===== config.mk =====
export PLATFORM = sky130hd
export DESIGN_NAME = camera_byte_pixel_binarizer_unit
export DESIGN_NICKNAME = d
export VERILOG_FILES = /design/src/rtl/cbpb_pkg.sv /design/src/rtl/cbpb_luma.sv /design/src/rtl/camera_byte_pixel_binarizer_unit.sv
export SDC_FILE = /design/constraint.sdc
export NUM_CORES = 1
export LEC_CHECK = 0
export CAP_MARGIN = 20
export CELL_PAD_IN_SITES_DETAIL_PLACEMENT = 0
export CELL_PAD_IN_SITES_GLOBAL_PLACEMENT = 1
export CORE_ASPECT_RATIO = 0.5
export CORE_MARGIN = 4
export CORE_UTILIZATION = 48
export CTS_BUF_LIST = sky130_fd_sc_hd__clkbuf_8
export DETAILED_ROUTE_END_ITERATION = 8
export DONT_BUFFER_PORTS = 1
export PLACE_DENSITY_LB_ADDON = 0.1
export SLEW_MARGIN = 15
export SYNTH_ARGS = -nofsm -noshare
export SYNTH_HDL_FRONTEND = slang
export SYNTH_SLANG_ARGS = --single-unit

===== constraint.sdc =====
create_clock -name clk -period 6.8 [get_ports clk]
set_input_delay 0.34 -clock clk [delete_from_list [all_inputs] [get_ports clk]]
set_output_delay 0.34 -clock clk [all_outputs]
set_load 0.005 [all_outputs]

===== src/rtl/cbpb_pkg.sv =====
// ----------------------------------------------------------------------------
// cbpb_pkg
// Shared constants and types for the camera byte pixel binarizer.
// ----------------------------------------------------------------------------
package cbpb_pkg;

  localparam int DATA_W      = 8;
  localparam int POS_W       = 7;
  localparam int COLOR_W     = 16;
  localparam int OUT_PACK_W  = 2 * POS_W + COLOR_W;
  localparam int OUT_TDATA_W = ((OUT_PACK_W + 7) / 8) * 8;
  localparam int CFG_IDX_W   = 2;
  localparam int CFG_DATA_W  = 8;
  localparam int THR_W       = 8;
  localparam int LUMA_SUM_W  = 16;

  localparam int DEF_FRAME_WIDTH  = 320;
  localparam int DEF_FRAME_HEIGHT = 240;
  localparam int DEF_CROP_SIZE    = 128;

  localparam logic             MODE_RESET      = 1'b1;
  localparam logic [THR_W-1:0] THRESHOLD_RESET = 8'd90;

  localparam logic [COLOR_W-1:0] MASK_R = 16'hf800;
  localparam logic [COLOR_W-1:0] MASK_G = 16'h07e0;
  localparam logic [COLOR_W-1:0] MASK_B = 16'h001f;

  localparam logic [LUMA_SUM_W-1:0] COEF_R    = 16'd31;
  localparam logic [LUMA_SUM_W-1:0] COEF_G    = 16'd59;
  localparam logic [LUMA_SUM_W-1:0] COEF_B    = 16'd11;
  localparam logic [LUMA_SUM_W-1:0] LUMA_DIV  = 16'd100;

  localparam logic [COLOR_W-1:0] COLOR_WHITE = 16'hffff;
  localparam logic [COLOR_W-1:0] COLOR_BLACK = 16'h0000;

  typedef enum logic [CFG_IDX_W-1:0] {
    REG_MODE      = 2'd0,
    REG_THRESHOLD = 2'd1
  } cfg_reg_t;

endpackage


===== src/rtl/cbpb_luma.sv =====
// ----------------------------------------------------------------------------
// cbpb_luma
// Converts an RGB565 pixel to black or white by luma threshold, or passes it.
// ----------------------------------------------------------------------------
module cbpb_luma (
  input  logic [cbpb_pkg::COLOR_W-1:0] pixel,
  input  logic                         mode,
  input  logic [cbpb_pkg::THR_W-1:0]   threshold,
  output logic [cbpb_pkg::COLOR_W-1:0] color
);
  import cbpb_pkg::*;

  logic [LUMA_SUM_W-1:0] r8;
  logic [LUMA_SUM_W-1:0] g8;
  logic [LUMA_SUM_W-1:0] b8;
  logic [LUMA_SUM_W-1:0] luma_sum;
  logic [LUMA_SUM_W-1:0] limit;
  logic [COLOR_W-1:0]    masked_r;
  logic [COLOR_W-1:0]    masked_g;
  logic [COLOR_W-1:0]    masked_b;

  // luma / 100 > thr  <=>  sum >= 100 * (thr + 1)
  always_comb begin
    masked_r = pixel & MASK_R;
    masked_g = pixel & MASK_G;
    masked_b = pixel & MASK_B;
    r8       = LUMA_SUM_W'(masked_r >> 8);
    g8       = LUMA_SUM_W'(masked_g >> 3);
    b8       = LUMA_SUM_W'(masked_b << 3);
    luma_sum = COEF_R * r8 + COEF_G * g8 + COEF_B * b8;
    limit    = LUMA_DIV * (LUMA_SUM_W'(threshold) + 16'd1);
    if (mode) begin
      color = (luma_sum >= limit) ? COLOR_WHITE : COLOR_BLACK;
    end else begin
      color = pixel;
    end
  end

endmodule


===== src/rtl/camera_byte_pixel_binarizer_unit.sv =====
// ----------------------------------------------------------------------------
// camera_byte_pixel_binarizer_unit
// Assembles RGB565 pixels from a camera byte stream and crops/binarizes them.
// ----------------------------------------------------------------------------
// The in_ channel takes one camera byte per word, high byte of a pixel first;
// in_tuser high on a word clears the frame position and byte phase before
// that byte is taken. Every second byte completes a pixel; pixels in the
// top-left CROP_SIZE square produce one out_ word with row, column and color.
// In binarize mode (cfg register 0 = 1) the color is white when the pixel
// luma exceeds cfg register 1, else black; in raw mode the pixel passes.
// An accepted low byte loads the pixel into the input register; its result
// word is then formed in the output register. The block accepts one byte
// per cycle unless in_tready drops, which it does only when both registers
// hold words and the receiver stalls. After reset: mode binarize, threshold
// 90, position zero, expecting a high byte. The cfg port is always ready;
// write it only while the block is idle.
// ----------------------------------------------------------------------------
module camera_byte_pixel_binarizer_unit #(
  parameter int FRAME_WIDTH  = cbpb_pkg::DEF_FRAME_WIDTH,
  parameter int FRAME_HEIGHT = cbpb_pkg::DEF_FRAME_HEIGHT,
  parameter int CROP_SIZE    = cbpb_pkg::DEF_CROP_SIZE
) (
  input  logic                             clk,
  input  logic                             rst_n,
  input  logic                             in_tvalid,
  output logic                             in_tready,
  input  logic [cbpb_pkg::DATA_W-1:0]      in_tdata,   // [7:0] data_byte
  input  logic                             in_tuser,   // [0] restart
  output logic                             out_tvalid,
  input  logic                             out_tready,
  output logic [cbpb_pkg::OUT_TDATA_W-1:0] out_tdata,  // [6:0] out_row, [13:7] out_col,
                                                       // [29:14] pixel_color, [31:30] zero
  input  logic                             cfg_valid,
  output logic                             cfg_ready,
  input  logic [cbpb_pkg::CFG_IDX_W-1:0]   cfg_index,
  input  logic [cbpb_pkg::CFG_DATA_W-1:0]  cfg_data
);
  import cbpb_pkg::*;

  localparam int COL_W = (FRAME_WIDTH > 1) ? $clog2(FRAME_WIDTH) : 1;
  localparam int ROW_W = (FRAME_HEIGHT > 1) ? $clog2(FRAME_HEIGHT) : 1;
  localparam logic [COL_W-1:0] COL_LAST = COL_W'(FRAME_WIDTH - 1);
  localparam logic [ROW_W-1:0] ROW_LAST = ROW_W'(FRAME_HEIGHT - 1);

  logic               mode_r;
  logic [THR_W-1:0]   threshold_r;
  logic               phase_r, phase_nxt;
  logic [DATA_W-1:0]  high_r, high_nxt;
  logic [COL_W-1:0]   col_r, col_nxt;
  logic [ROW_W-1:0]   row_r, row_nxt;

  logic               s1_valid_r, s1_valid_nxt;
  logic [COLOR_W-1:0] s1_pixel_r;
  logic [POS_W-1:0]   s1_row_r;
  logic [POS_W-1:0]   s1_col_r;

  logic                  out_valid_r;
  logic [OUT_PACK_W-1:0] out_data_r;

  logic               in_fire;
  logic               out_free;
  logic               s1_move;
  logic               phase_cur;
  logic [COL_W-1:0]   col_cur;
  logic [ROW_W-1:0]   row_cur;
  logic               pix_done;
  logic               in_crop;
  logic               s1_load;
  logic [31:0]        col_ext;
  logic [31:0]        row_ext;
  logic [COLOR_W-1:0] color;

  assign cfg_ready  = 1'b1;
  assign out_free   = !out_valid_r || out_tready;
  assign s1_move    = s1_valid_r && out_free;
  assign in_tready  = !s1_valid_r || out_free;
  assign in_fire    = in_tvalid && in_tready;
  assign out_tvalid = out_valid_r;
  assign out_tdata  = OUT_TDATA_W'(out_data_r);

  always_comb begin
    phase_cur = in_tuser ? 1'b0 : phase_r;
    col_cur   = in_tuser ? '0 : col_r;
    row_cur   = in_tuser ? '0 : row_r;
    col_ext   = 32'(col_cur);
    row_ext   = 32'(row_cur);
    in_crop   = (col_ext < 32'(CROP_SIZE)) && (row_ext < 32'(CROP_SIZE));
    pix_done  = in_fire && phase_cur;
    s1_load   = pix_done && in_crop;
  end

  always_comb begin
    phase_nxt = phase_r;
    high_nxt  = high_r;
    col_nxt   = col_r;
    row_nxt   = row_r;
    if (in_fire) begin
      phase_nxt = !phase_cur;
      col_nxt   = col_cur;
      row_nxt   = row_cur;
      if (!phase_cur) begin
        high_nxt = in_tdata;
      end else if (col_cur == COL_LAST) begin
        col_nxt = '0;
        row_nxt = (row_cur == ROW_LAST) ? '0 : row_cur + 1'b1;
      end else begin
        col_nxt = col_cur + 1'b1;
      end
    end
  end

  always_comb begin
    if (s1_load) begin
      s1_valid_nxt = 1'b1;
    end else if (s1_move) begin
      s1_valid_nxt = 1'b0;
    end else begin
      s1_valid_nxt = s1_valid_r;
    end
  end

  always_ff @(posedge clk) begin
    if (!rst_n) begin
      mode_r      <= MODE_RESET;
      threshold_r <= THRESHOLD_RESET;
    end else if (cfg_valid && cfg_ready) begin
      unique case (cfg_index)
        REG_MODE:      mode_r      <= cfg_data[0];
        REG_THRESHOLD: threshold_r <= cfg_data[THR_W-1:0];
        default: ;
      endcase
    end
  end

  always_ff @(posedge clk) begin
    if (!rst_n) begin
      phase_r     <= 1'b0;
      high_r      <= '0;
      col_r       <= '0;
      row_r       <= '0;
      s1_valid_r  <= 1'b0;
      out_valid_r <= 1'b0;
    end else begin
      phase_r    <= phase_nxt;
      high_r     <= high_nxt;
      col_r      <= col_nxt;
      row_r      <= row_nxt;
      s1_valid_r <= s1_valid_nxt;
      if (s1_move) begin
        out_valid_r <= 1'b1;
      end else if (out_tready) begin
        out_valid_r <= 1'b0;
      end
    end
  end

  always_ff @(posedge clk) begin
    if (s1_load) begin
      s1_pixel_r <= {high_r, in_tdata};
      s1_row_r   <= row_ext[POS_W-1:0];
      s1_col_r   <= col_ext[POS_W-1:0];
    end
    if (s1_move) begin
      out_data_r <= {color, s1_col_r, s1_row_r};
    end
  end

  cbpb_luma u_luma (
    .pixel     (s1_pixel_r),
    .mode      (mode_r),
    .threshold (threshold_r),
    .color     (color)
  );

  a_restart_phase : assert property (@(posedge clk) disable iff (!rst_n)
    in_fire && in_tuser |=> phase_r && col_r == '0 && row_r == '0)
    else $error("restart did not leave position at frame start awaiting low byte");

  a_col_range : assert property (@(posedge clk) disable iff (!rst_n)
    col_r <= COL_LAST)
    else $error("column counter beyond frame width");

  a_row_range : assert property (@(posedge clk) disable iff (!rst_n)
    row_r <= ROW_LAST)
    else $error("row counter beyond frame height");

  a_s1_hold : assert property (@(posedge clk) disable iff (!rst_n)
    s1_valid_r && !out_free |=> s1_valid_r && $stable(s1_pixel_r))
    else $error("pending pixel lost while output stalled");

endmodule

Word-level counts from Yosys, hierarchy flattened
Cells that the tools add are included.
{"block": "classes", "add_sub_neg": 5, "mul": 4, "order_cmp": 3, "n_eq_ne": 3, "n_mux": 14, "bitwise_logic": 1, "reduce_logical": 16}
{"op": "two-way mux 16 bit", "n": 2}
{"op": "two-way mux 8 bit", "n": 4}
{"op": "two-way mux 9 bit", "n": 3}
{"op": "adder 16 x 12 -> 16 bit", "n": 1}
{"op": "adder 16 bit", "n": 1}
{"op": "greater-or-equal comparator 16 bit", "n": 1}
{"op": "multiplier 5 x 9 -> 14 bit, first input constant", "n": 1}
{"op": "multiplier 6 x 6 -> 12 bit, first input constant", "n": 1}
{"op": "multiplier 5 x 5 -> 10 bit, first input constant", "n": 1}
{"op": "adder 8 x 1 -> 9 bit, second input constant", "n": 1}
{"op": "adder 9 x 1 -> 9 bit, second input constant", "n": 1}
{"op": "equality test 9 bit, second input constant", "n": 1}
{"op": "< comparator 9 x 8 -> 1 bit, second input constant", "n": 1}
{"op": "multiplier 4 x 5 -> 9 bit, first input constant", "n": 1}
{"op": "adder 8 x 1 -> 8 bit, second input constant", "n": 1}
{"op": "equality test 8 bit, second input constant", "n": 1}
{"op": "< comparator 8 bit, second input constant", "n": 1}
{"op": "AND reduction 2 bit", "n": 3}
{"op": "logical AND 1 bit", "n": 5}
{"op": "two-way mux 1 bit", "n": 5}
{"op": "nonzero test 2 bit", "n": 2}
{"op": "logical NOT 1 bit", "n": 3}
{"op": "equality test 2 x 1 -> 1 bit, second input constant", "n": 1}
{"op": "logical NOT 2 bit", "n": 1}
{"op": "other kinds (2)", "n": 3}
{"block": "totals", "regBits": 97, "inputBits": 24, "output_inout_bits": 35, "wordCells": 58}

Longest topological paths before layout
Gate-level depths: netlist of run 1.
{"block": "logic_depth", "ltp_word": 7, "mapped_depth": 26, "mapped_depth_nobuf": 25}

By module
From an unflattened synthesis of run 1, not the netlist that was laid out.
{"block": "unflattened", "hier_cells": 722, "area_unflattened_um2": 7448.4}
{"mod": "cbpb_luma", "n_inst": 1, "cells_per_inst": 435, "area_per_inst_um2": 3753.6, "seq_area_each_um2": 0.0}
{"mod": "camera_byte_pixel_binarizer_unit", "n_inst": 1, "cells_per_inst": 287, "area_per_inst_um2": 3694.8, "seq_area_each_um2": 2542.4}

Worst setup path after synthesis of run 1
No wires, ideal clock.
{"block": "synth_timing", "path_kind": "register to register", "start": "register s1_pixel_r[14]", "end": "register out_data_r[19], data pin", "arrival_time_ps": 6000, "setup_slack_ps": 523, "path_stages_with_launch": 25, "n_path_buf": 1, "period_less_slack_ps": 6277, "path_cell_list": "edfxtp_1 > fa_1 > inv_1 > fa_1 > fa_1 > inv_1 > ha_1 > nor2b_1 > o31a_1 > nor2_1 > xor2_1 > fa_1 > inv_1 > ha_1 > or2_2 > nor4_1 > o21ai_0 > xor2_1 > ha_1 > a21o_1 > a211oi_1 > o21ai_0 > a41oi_2 > buf_4 > o22ai_2"}
{"block": "synth_via", "elab_chain_cells": 6}
{"item": "start: declaration", "line": "camera_byte_pixel_binarizer_unit.sv:53", "source": "logic [COLOR_W-1:0] s1_pixel_r;"}
{"item": "start signal: assignment", "line": "camera_byte_pixel_binarizer_unit.sv:159", "source": "s1_pixel_r <= {high_r, in_tdata};"}
{"item": "multiplier 5 x 5 -> 10 bit", "line": "cbpb_luma.sv:30", "source": "luma_sum = COEF_R * r8 + COEF_G * g8 + COEF_B * b8;"}
{"item": "adder 16 bit", "line": "cbpb_luma.sv:30"}
{"item": "adder 16 x 12 -> 16 bit", "line": "cbpb_luma.sv:30"}
{"item": "greater-or-equal comparator 16 bit", "line": "cbpb_luma.sv:33", "source": "color = (luma_sum >= limit) ? COLOR_WHITE : COLOR_BLACK;"}
{"item": "two-way mux 16 bit", "line": "cbpb_luma.sv:33"}
{"item": "two-way mux 16 bit", "line": "cbpb_luma.sv:32", "source": "if (mode) begin"}
{"item": "via color[5]", "line": "camera_byte_pixel_binarizer_unit.sv:71", "source": "logic [COLOR_W-1:0] color;"}
{"item": "end signal: assignment", "line": "camera_byte_pixel_binarizer_unit.sv:164", "source": "out_data_r <= {color, s1_col_r, s1_row_r};"}
{"item": "end: declaration", "line": "camera_byte_pixel_binarizer_unit.sv:58", "source": "logic [OUT_PACK_W-1:0] out_data_r;"}
The timed path passes the listed nets, and every way through them passes these cells.
A chain may end at the register's enable or synchronous reset.

Final worst setup path of run 1
{"block": "layout_timing", "start": "register s1_pixel_r[14]", "end": "register out_data_r[20], data pin"}
Same word-level chain as after synthesis.

==> summary.md, run 1 <==
| Metric | Value |
|---|---|
| Status | `finished, final reports clean` |
| FF+latch area | `0.00254 sq mm` |
| First-pass GRT wire length | `24800 um` |
| WHS Path Cells | `1` |
| Cell mode on critical path | `fa_1` |
| Antenna violations before repair | `0` |
| Final setup margin | `0.339 ns` |
| Synth top area cells | `edfxtp_1, ha_1, dfxtp_1` |
| FP Rows | `32` |
| # diodes | `0` |
| DR vias/cell | `5.31` |
| Max-slew violation total from the final report | `0` |
| Critical path launch point type | `register` |
| Initial core utilization | `0.490` |
| Slowest library cell on the worst path | `fa_1` |
| Worst Path Required | `6.90 ns` |
| Full die area | `between 0.015 and 0.02 sq mm` |
| Global-route usage over all layers | `0.171` |
| GPL Wtd Cong | `0.808` |
| Top-area cell type share of the netlist area | `0.239` |
| Critical path type | `reg2reg` |
| Die height | `a little under 100 um` |
| Commonest non-fill, non-tap cell in the layout | `ha_1` |
| Yosys cell types | `70` |
| Hold path endpoint | `threshold_r[3]` |
| Pin count of the biggest net entering global routing | `39` |
| WL/cell | `16.1 um` |
| Final Net Count | `902` |
| Relative slew slack | `0.441` |
| Reg-to-reg endpoint | `out_data_r[20]` |
| Footprint of the multi-input gates | `0.00451 sq mm` |
| Area leader, netlist | `edfxtp_1` |
| 1st-iter DRT viols | `~240` |
| Minimum clock period | `6.46 ns` |
| Wl on met1 | `7960 um` |
| Vias in the first global route | `~4700` |
| Setup TNS | `0 ns` |
| PD cells | `397 mW/mm^2` |
| Asr flop ratio synth | `0` |
| Core area | `0.0154 sq mm` |
| Post-synth EDFFs | `60` |
| Worst Path Arrival | `6.56 ns` |
| Most frequent cells in the layout | `ha_1, inv_1, edfxtp_1` |
| Clock Path Buffers | `2` |
| Placed wire-length estimate | `between 10000 and 15000 um` |
| Seq/Total Area, Yosys | `0.337` |
| Crit path largest cell delay | `0.61 ns` |
| Post-placement cell area | `0.00770 sq mm` |
| Final Cycle Share | `0.950` |
| Reg2Reg Depth | `26` |
| Hold Fails Final Rpt | `0` |
| Final Cell Area | `approximately 0.0080 sq mm` |
| Root buf cell | `clkbuf_8` |
| Static leakage | `roughly 3.5 nW` |
| Max Used Layer | `met4` |
| First drt pass iteration count | `4` |
| Worst Clk Skew | `0.0130 ns` |
| Area grow syn2layout | `5.79%` |
| CTS Hold Bufs | `0` |
| Core Util, Final | `0.519` |
| CTS tree | `done` |
| DRT antenna net count | `0` |
| Num ports | `59` |
| Flop2flop setup slack | `0.34 ns` |
| Mapped Area | `0.00754 sq mm` |
| Worst vdd ir | `0.000368 V` |
| Clk_lat worst skew | `0.36 ns` |
| Share of cells above drive strength 1 | `0.0628` |
| GRT Residual Overflow | `0` |
| Final setup violation count | `0` |
| Hold_sp | `rst_n` |
| Met3 WL | `448 um` |
| Drt total wl | `15100 um` |
| TritonCTS Buffers | `9` |
| Setup Slack @ Placement | `0.173 ns` |
| Max Cap Viol | `0` |
| Clock sink total | `97` |
| Filler cell count | `1437` |
| Met2 Wirelength | `6670 um` |
| Pwr Total | `3.16 mW` |
| Top FF cell, synth | `edfxtp_1` |
| FF-to-FF Start | `s1_pixel_r[14]` |
| Synth Warn # | `0` |
| Hold WC Path Type | `in2reg` |
| Worst setup EP type | `register` |
| PortBufs | `0` |
| Routed via count | `4979` |
| CTS clk-pin slew, worst paths | `~0.09 ns` |
| Die Wd | `185 um` |
| Max FO, Critical Path | `8` |
| Actual slew at the worst max-slew pin | `0.833 ns` |
| Syn Area/Cell | `a little over 10 sq um` |
| Mapped Cells | `approximately 730` |
| DR DRC count | `0` |
| Yosys reg bits | `97` |
| H-tree depth | `3` |
| Max Clk Rate | `155 MHz` |
how the worst max path moves through the flow:
stage / start / endpoint / slack (ns)
6_report: s1_pixel_r[14] / out_data_r[20] / 0.34
4_1_cts: s1_pixel_r[14] / out_data_r[16] / 0.13
3_3_place_gp: s1_pixel_r[14] / out_data_r[29] / 0.33
5_1_grt: s1_pixel_r[14] / out_data_r[21] / -0.02
3_5_place_dp: s1_pixel_r[14] / out_data_r[16] / 0.17
2_1_floorplan: s1_pixel_r[14] / out_data_r[19] / 0.52
report_power, final:
part / total, mW / switching [mW] / internal [mW]
sequential: 0.756 / 0.0176 / 0.738
combinational: 2.03 / 1.04 / 0.992
clock: 0.376 / 0.197 / 0.180
per-layer routing:
| metal | GRT usage | up-vias |
|---|---|---|
| met5 | 0 | - |
| met4 | 0.0220 | 0 |
| met3 | 0.0349 | 4 |
| met2 | 0.261 | 45 |
| met1 | 0.260 | 2385 |
| li1 | - | 2545 |
final cells by class:
type / count / share of cell area
flip-flops and latches: 97 / 0.319
clock buffers: 10 / 0.0173
clock inverters: 6 / 0.00753
multi-input cells: 512 / 0.566
well taps: 204 / 0.0320
inverters: 100 / 0.0471
repair buffers: 8 / 0.0113
cells by family after synthesis:
kind of cell / after synthesis / synth area share
AO/OA/AOI/OAI: 146 / 0.137
XOR/XNOR: 43 / 0.0500
adder cells (fa/ha/maj): 150 / 0.284
buffers and inverters: 126 / 0.0679
flip-flops: 97 / 0.337
multiplexers: 9 / 0.0120
other: 2 / 0.000997
AND/OR/NAND/NOR: 161 / 0.111
timing repair:
| action | CTS | global route |
|---|---|---|
| resized for setup | 0 | 6 |
| buffers inserted | 0 | 3 |
| setup endpoints to repair | 0 | 16 |
critical path: cells and delay by family, from the launching register on:
kind,cells,cell delay [ns]
compound gates,8,1.27
xor+xnor,2,0.26
fa+ha+maj,7,2.97
buf+inv,5,0.51
flops,1,0.46
simple gates,4,0.70
flip-flops by register name, summed over array words and instances, names as in the netlist:
name         count
col_r            9
out_data_r      30
phase_r          1
out_tvalid       1
high_r           8
row_r            8
mode_r           1
s1_pixel_r      16
s1_valid_r       1
s1_row_r         7
s1_col_r         7
threshold_r      8
through the flow:
step                instances  hold WS [ns]
floorplan                 735         0.400
global placement          917         0.405
detailed placement        917         0.405
CTS                       933        0.0246
global route              937        0.0139
finish                    937        0.0510
Yosys cell counts (3+ instances only):
| cell type | count |
|---|---|
| inv_1 | 99 |
| a211oi_1 | 5 |
| o22ai_2 | 10 |
| nand2b_1 | 5 |
| o41ai_1 | 4 |
| nand2_1 | 42 |
| o211ai_1 | 3 |
| nor2b_1 | 20 |
| a21o_1 | 11 |
| nand3_1 | 15 |
| o22ai_1 | 6 |
| and3_1 | 3 |
| ha_1 | 115 |
| nand4_1 | 3 |
| o21a_1 | 8 |
| o21bai_1 | 6 |
| nand3b_1 | 5 |
| xnor2_1 | 19 |
| nand4b_1 | 3 |
| clkbuf_1 | 14 |
| buf_2 | 3 |
| edfxtp_1 | 60 |
| buf_4 | 6 |
| a21oi_1 | 39 |
| nor4_1 | 3 |
| and2_1 | 3 |
| and4_1 | 4 |
| a311oi_1 | 3 |
| mux2i_1 | 9 |
| nor3_1 | 6 |
| o21ai_0 | 25 |
| dfxtp_1 | 37 |
| fa_1 | 35 |
| nor2_1 | 38 |
| xor2_1 | 24 |
Note: power is estimated with default switching activity, not from simulation.
==> run 2: changes to the inputs <==
--- a/config.mk
+++ b/config.mk
@@ -11,7 +11,7 @@
 export CORE_ASPECT_RATIO = 0.5
 export CORE_MARGIN = 4
 export CORE_UTILIZATION = 48
-export CTS_BUF_LIST = sky130_fd_sc_hd__clkbuf_8
+export CTS_BUF_LIST = sky130_fd_sc_hd__clkbuf_2
 export DETAILED_ROUTE_END_ITERATION = 8
 export DONT_BUFFER_PORTS = 1
 export PLACE_DENSITY_LB_ADDON = 0.1
==> summary.md, run 2 (same netlist as run 1, synthesis figures left out) <==
| Metric | Value |
|---|---|
| FP Rows | `32` |
| Layout Cells excl Fill | `960` |
| Final Net Count | `925` |
| Critical path type | `reg2reg` |
| Worst Path Required | `7.10 ns` |
| Switching power | `1.25 mW` |
| Cell mode on critical path | `fa_1` |
| Root buf cell | `clkbuf_2` |
| PortBufs | `0` |
| Drt total wl | `roughly 15000 um` |
| Max FFs per register | `30` |
| Die Wd | `185 um` |
| Final Cycle Share | `0.952` |
| CTS clk-pin slew, worst paths | `~0.27 ns` |
| Placed instance count | `917` |
| Full die area | `roughly 0.018 sq mm` |
| Placed wire-length estimate | `11900 um` |
| Minimum clock period | `6.47 ns` |
| Max FO, Critical Path | `8` |
| Most flop-heavy register | `out_data_r` |
| WL/cell | `16.1 um` |
| Hold Fails Final Rpt | `0` |
| Core area | `0.0154 sq mm` |
| DR DRC count | `0` |
| RSZ-0062 raised after global routing | `false` |
| Slowest library cell on the worst path | `fa_1` |
| Most frequent cells in the layout | `ha_1, inv_1, edfxtp_1` |
| Initial core utilization | `0.490` |
| Pin count of the biggest net entering global routing | `31` |
| Comb pwr share | `0.664` |
| Worst vdd ir | `0.000373 V` |
| Final setup violation count | `0` |
| Routed via count | `5051` |
| # diodes | `0` |
| CTS tree | `done` |
| Sw Share | `0.406` |
| Worst Path Arrival | `6.77 ns` |
| Share of cells above drive strength 1 | `0.0635` |
| Delay-heaviest family, CP | `adder cells` |
| Area grow syn2layout | `7.74%` |
| First-pass GRT wire length | `25500 um` |
| Vias in the first global route | `4882` |
| Global-route usage over all layers | `0.176` |
| 1st-iter DRT viols | `216` |
| Int Power | `~1.8 mW` |
| Sequential share of power | `0.246` |
| CP bufs+invs | `5` |
| Top flop regs | `out_data_r x30, s1_pixel_r x16, col_r x9` |
| Clk pwr share | `0.091` |
| Status | `finished, final reports clean` |
| Hold Slack | `0.111 ns` |
| TritonCTS Buffers | `9` |
| Actual slew at the worst max-slew pin | `0.903 ns` |
| Static leakage | `3.57 nW` |
| GPL Wtd Cong | `slightly above 0.8` |
| Antenna violations before repair | `0` |
| DR vias/cell | `approximately 5.3` |
| Max Clk Rate | `155 MHz` |
| Hold WC Path Type | `in2reg` |
| Worst setup EP type | `register` |
| PD cells | `379 mW/mm^2` |
| Die height | `96.6 um` |
| Num ports | `59` |
| H-tree depth | `3` |
| Max Cap Viol | `0` |
| Critical path launch point type | `register` |
| Clock Path Buffers | `2` |
| Max-slew violation total from the final report | `0` |
| GRT Residual Overflow | `0` |
| Relative slew slack | `0.396` |
| Commonest non-fill, non-tap cell in the layout | `ha_1` |
| Worst Clk Skew | `0.0434 ns` |
| DRT antenna net count | `0` |
| Clock sink total | `97` |
| Crit path largest cell delay | `0.61 ns` |
| Clk_lat worst skew | `0.55 ns` |
| Setup TNS | `0 ns` |
| First drt pass iteration count | `4` |
-- run 2: cell types whose count changed in the layout (fill, tap and decap cells not counted), sizes merged --
cell	previous run	this run
inv	103	101
clkbuf	11	12
dlygate4sd3	0	23
clkinv	2	3
-- run 2: layer usage --
metal	track usage	vias to the layer above	wire [um]
met5	0	-	0
met4	0.0220	0	50
met3	0.0323	6	378
met2	0.269	49	6930
met1	0.269	2400	8120
li1	-	2596	-
-- run 2: area by class of cell --
type                            count  area, sq um
Tap cell                          204          255
Clock buffer                       11         55.1
Timing Repair Buffer               31          320
Multi-Input combinational cell    512         4510
Clock inverter                      5         56.3
Sequential cell                    97         2540
Fill cell                        1429         7260
Inverter                          100          375
-- run 2: worst reg2reg max path, cell delays in order (launching register included) --
cell	delay, ns
edfxtp_1	0.51
fa_1	0.61
inv_1	0.09
fa_1	0.48
fa_1	0.52
inv_1	0.04
ha_1	0.32
nor2b_1	0.16
o31a_1	0.27
nor2_2	0.10
xor2_1	0.10
fa_1	0.52
inv_1	0.05
ha_1	0.21
or2_2	0.33
o22a_1	0.21
nand3_1	0.10
o21ai_2	0.06
xor2_1	0.15
ha_1	0.31
a21o_1	0.19
a211oi_2	0.21
o21ai_1	0.12
a41oi_2	0.15
buf_4	0.17
clkbuf_16	0.16
o22ai_1	0.07
-- run 2: worst paths after layout --
path / start / end / slack [ns] / cells after the start
worst max-delay path: s1_pixel_r[14] / out_data_r[15] / 0.33 / 26
worst min-delay path: out_tready / s1_valid_r / 0.11 / 2
worst max register to register: s1_pixel_r[14] / out_data_r[15] / 0.33 / 26
worst min register to register: s1_row_r[2] / out_data_r[2] / 0.45 / 0
-- run 2: repair_timing --
action	CTS	global route
endpoints found under the hold margin	52	4
gates resized for setup	0	7
setup buffers	0	3
hold buffers	21	2
setup endpoints to repair	0	16
-- run 2: power by group through the flow --
stage	clock network (mW)	logic [mW]	registers, mW
2_1_floorplan	0	1.44	0.762
3_3_place_gp	0	1.76	0.770
3_5_place_dp	0	1.78	0.770
4_1_cts	0.291	1.81	0.758
5_1_grt	0.322	2.29	0.760
6_report	0.279	2.04	0.757
-- run 2: per-stage QoR --
stage,util,setup slack [ns],cell area [sq um],power [mW]
6_report,0.528,0.328,8120,3.08
5_1_grt,0.528,0.00229,8120,3.37
4_1_cts,0.522,0.0942,8030,2.86
3_5_place_dp,0.501,0.173,7700,2.55
3_3_place_gp,0.501,0.331,7700,2.53
2_1_floorplan,-,0.523,7540,2.20
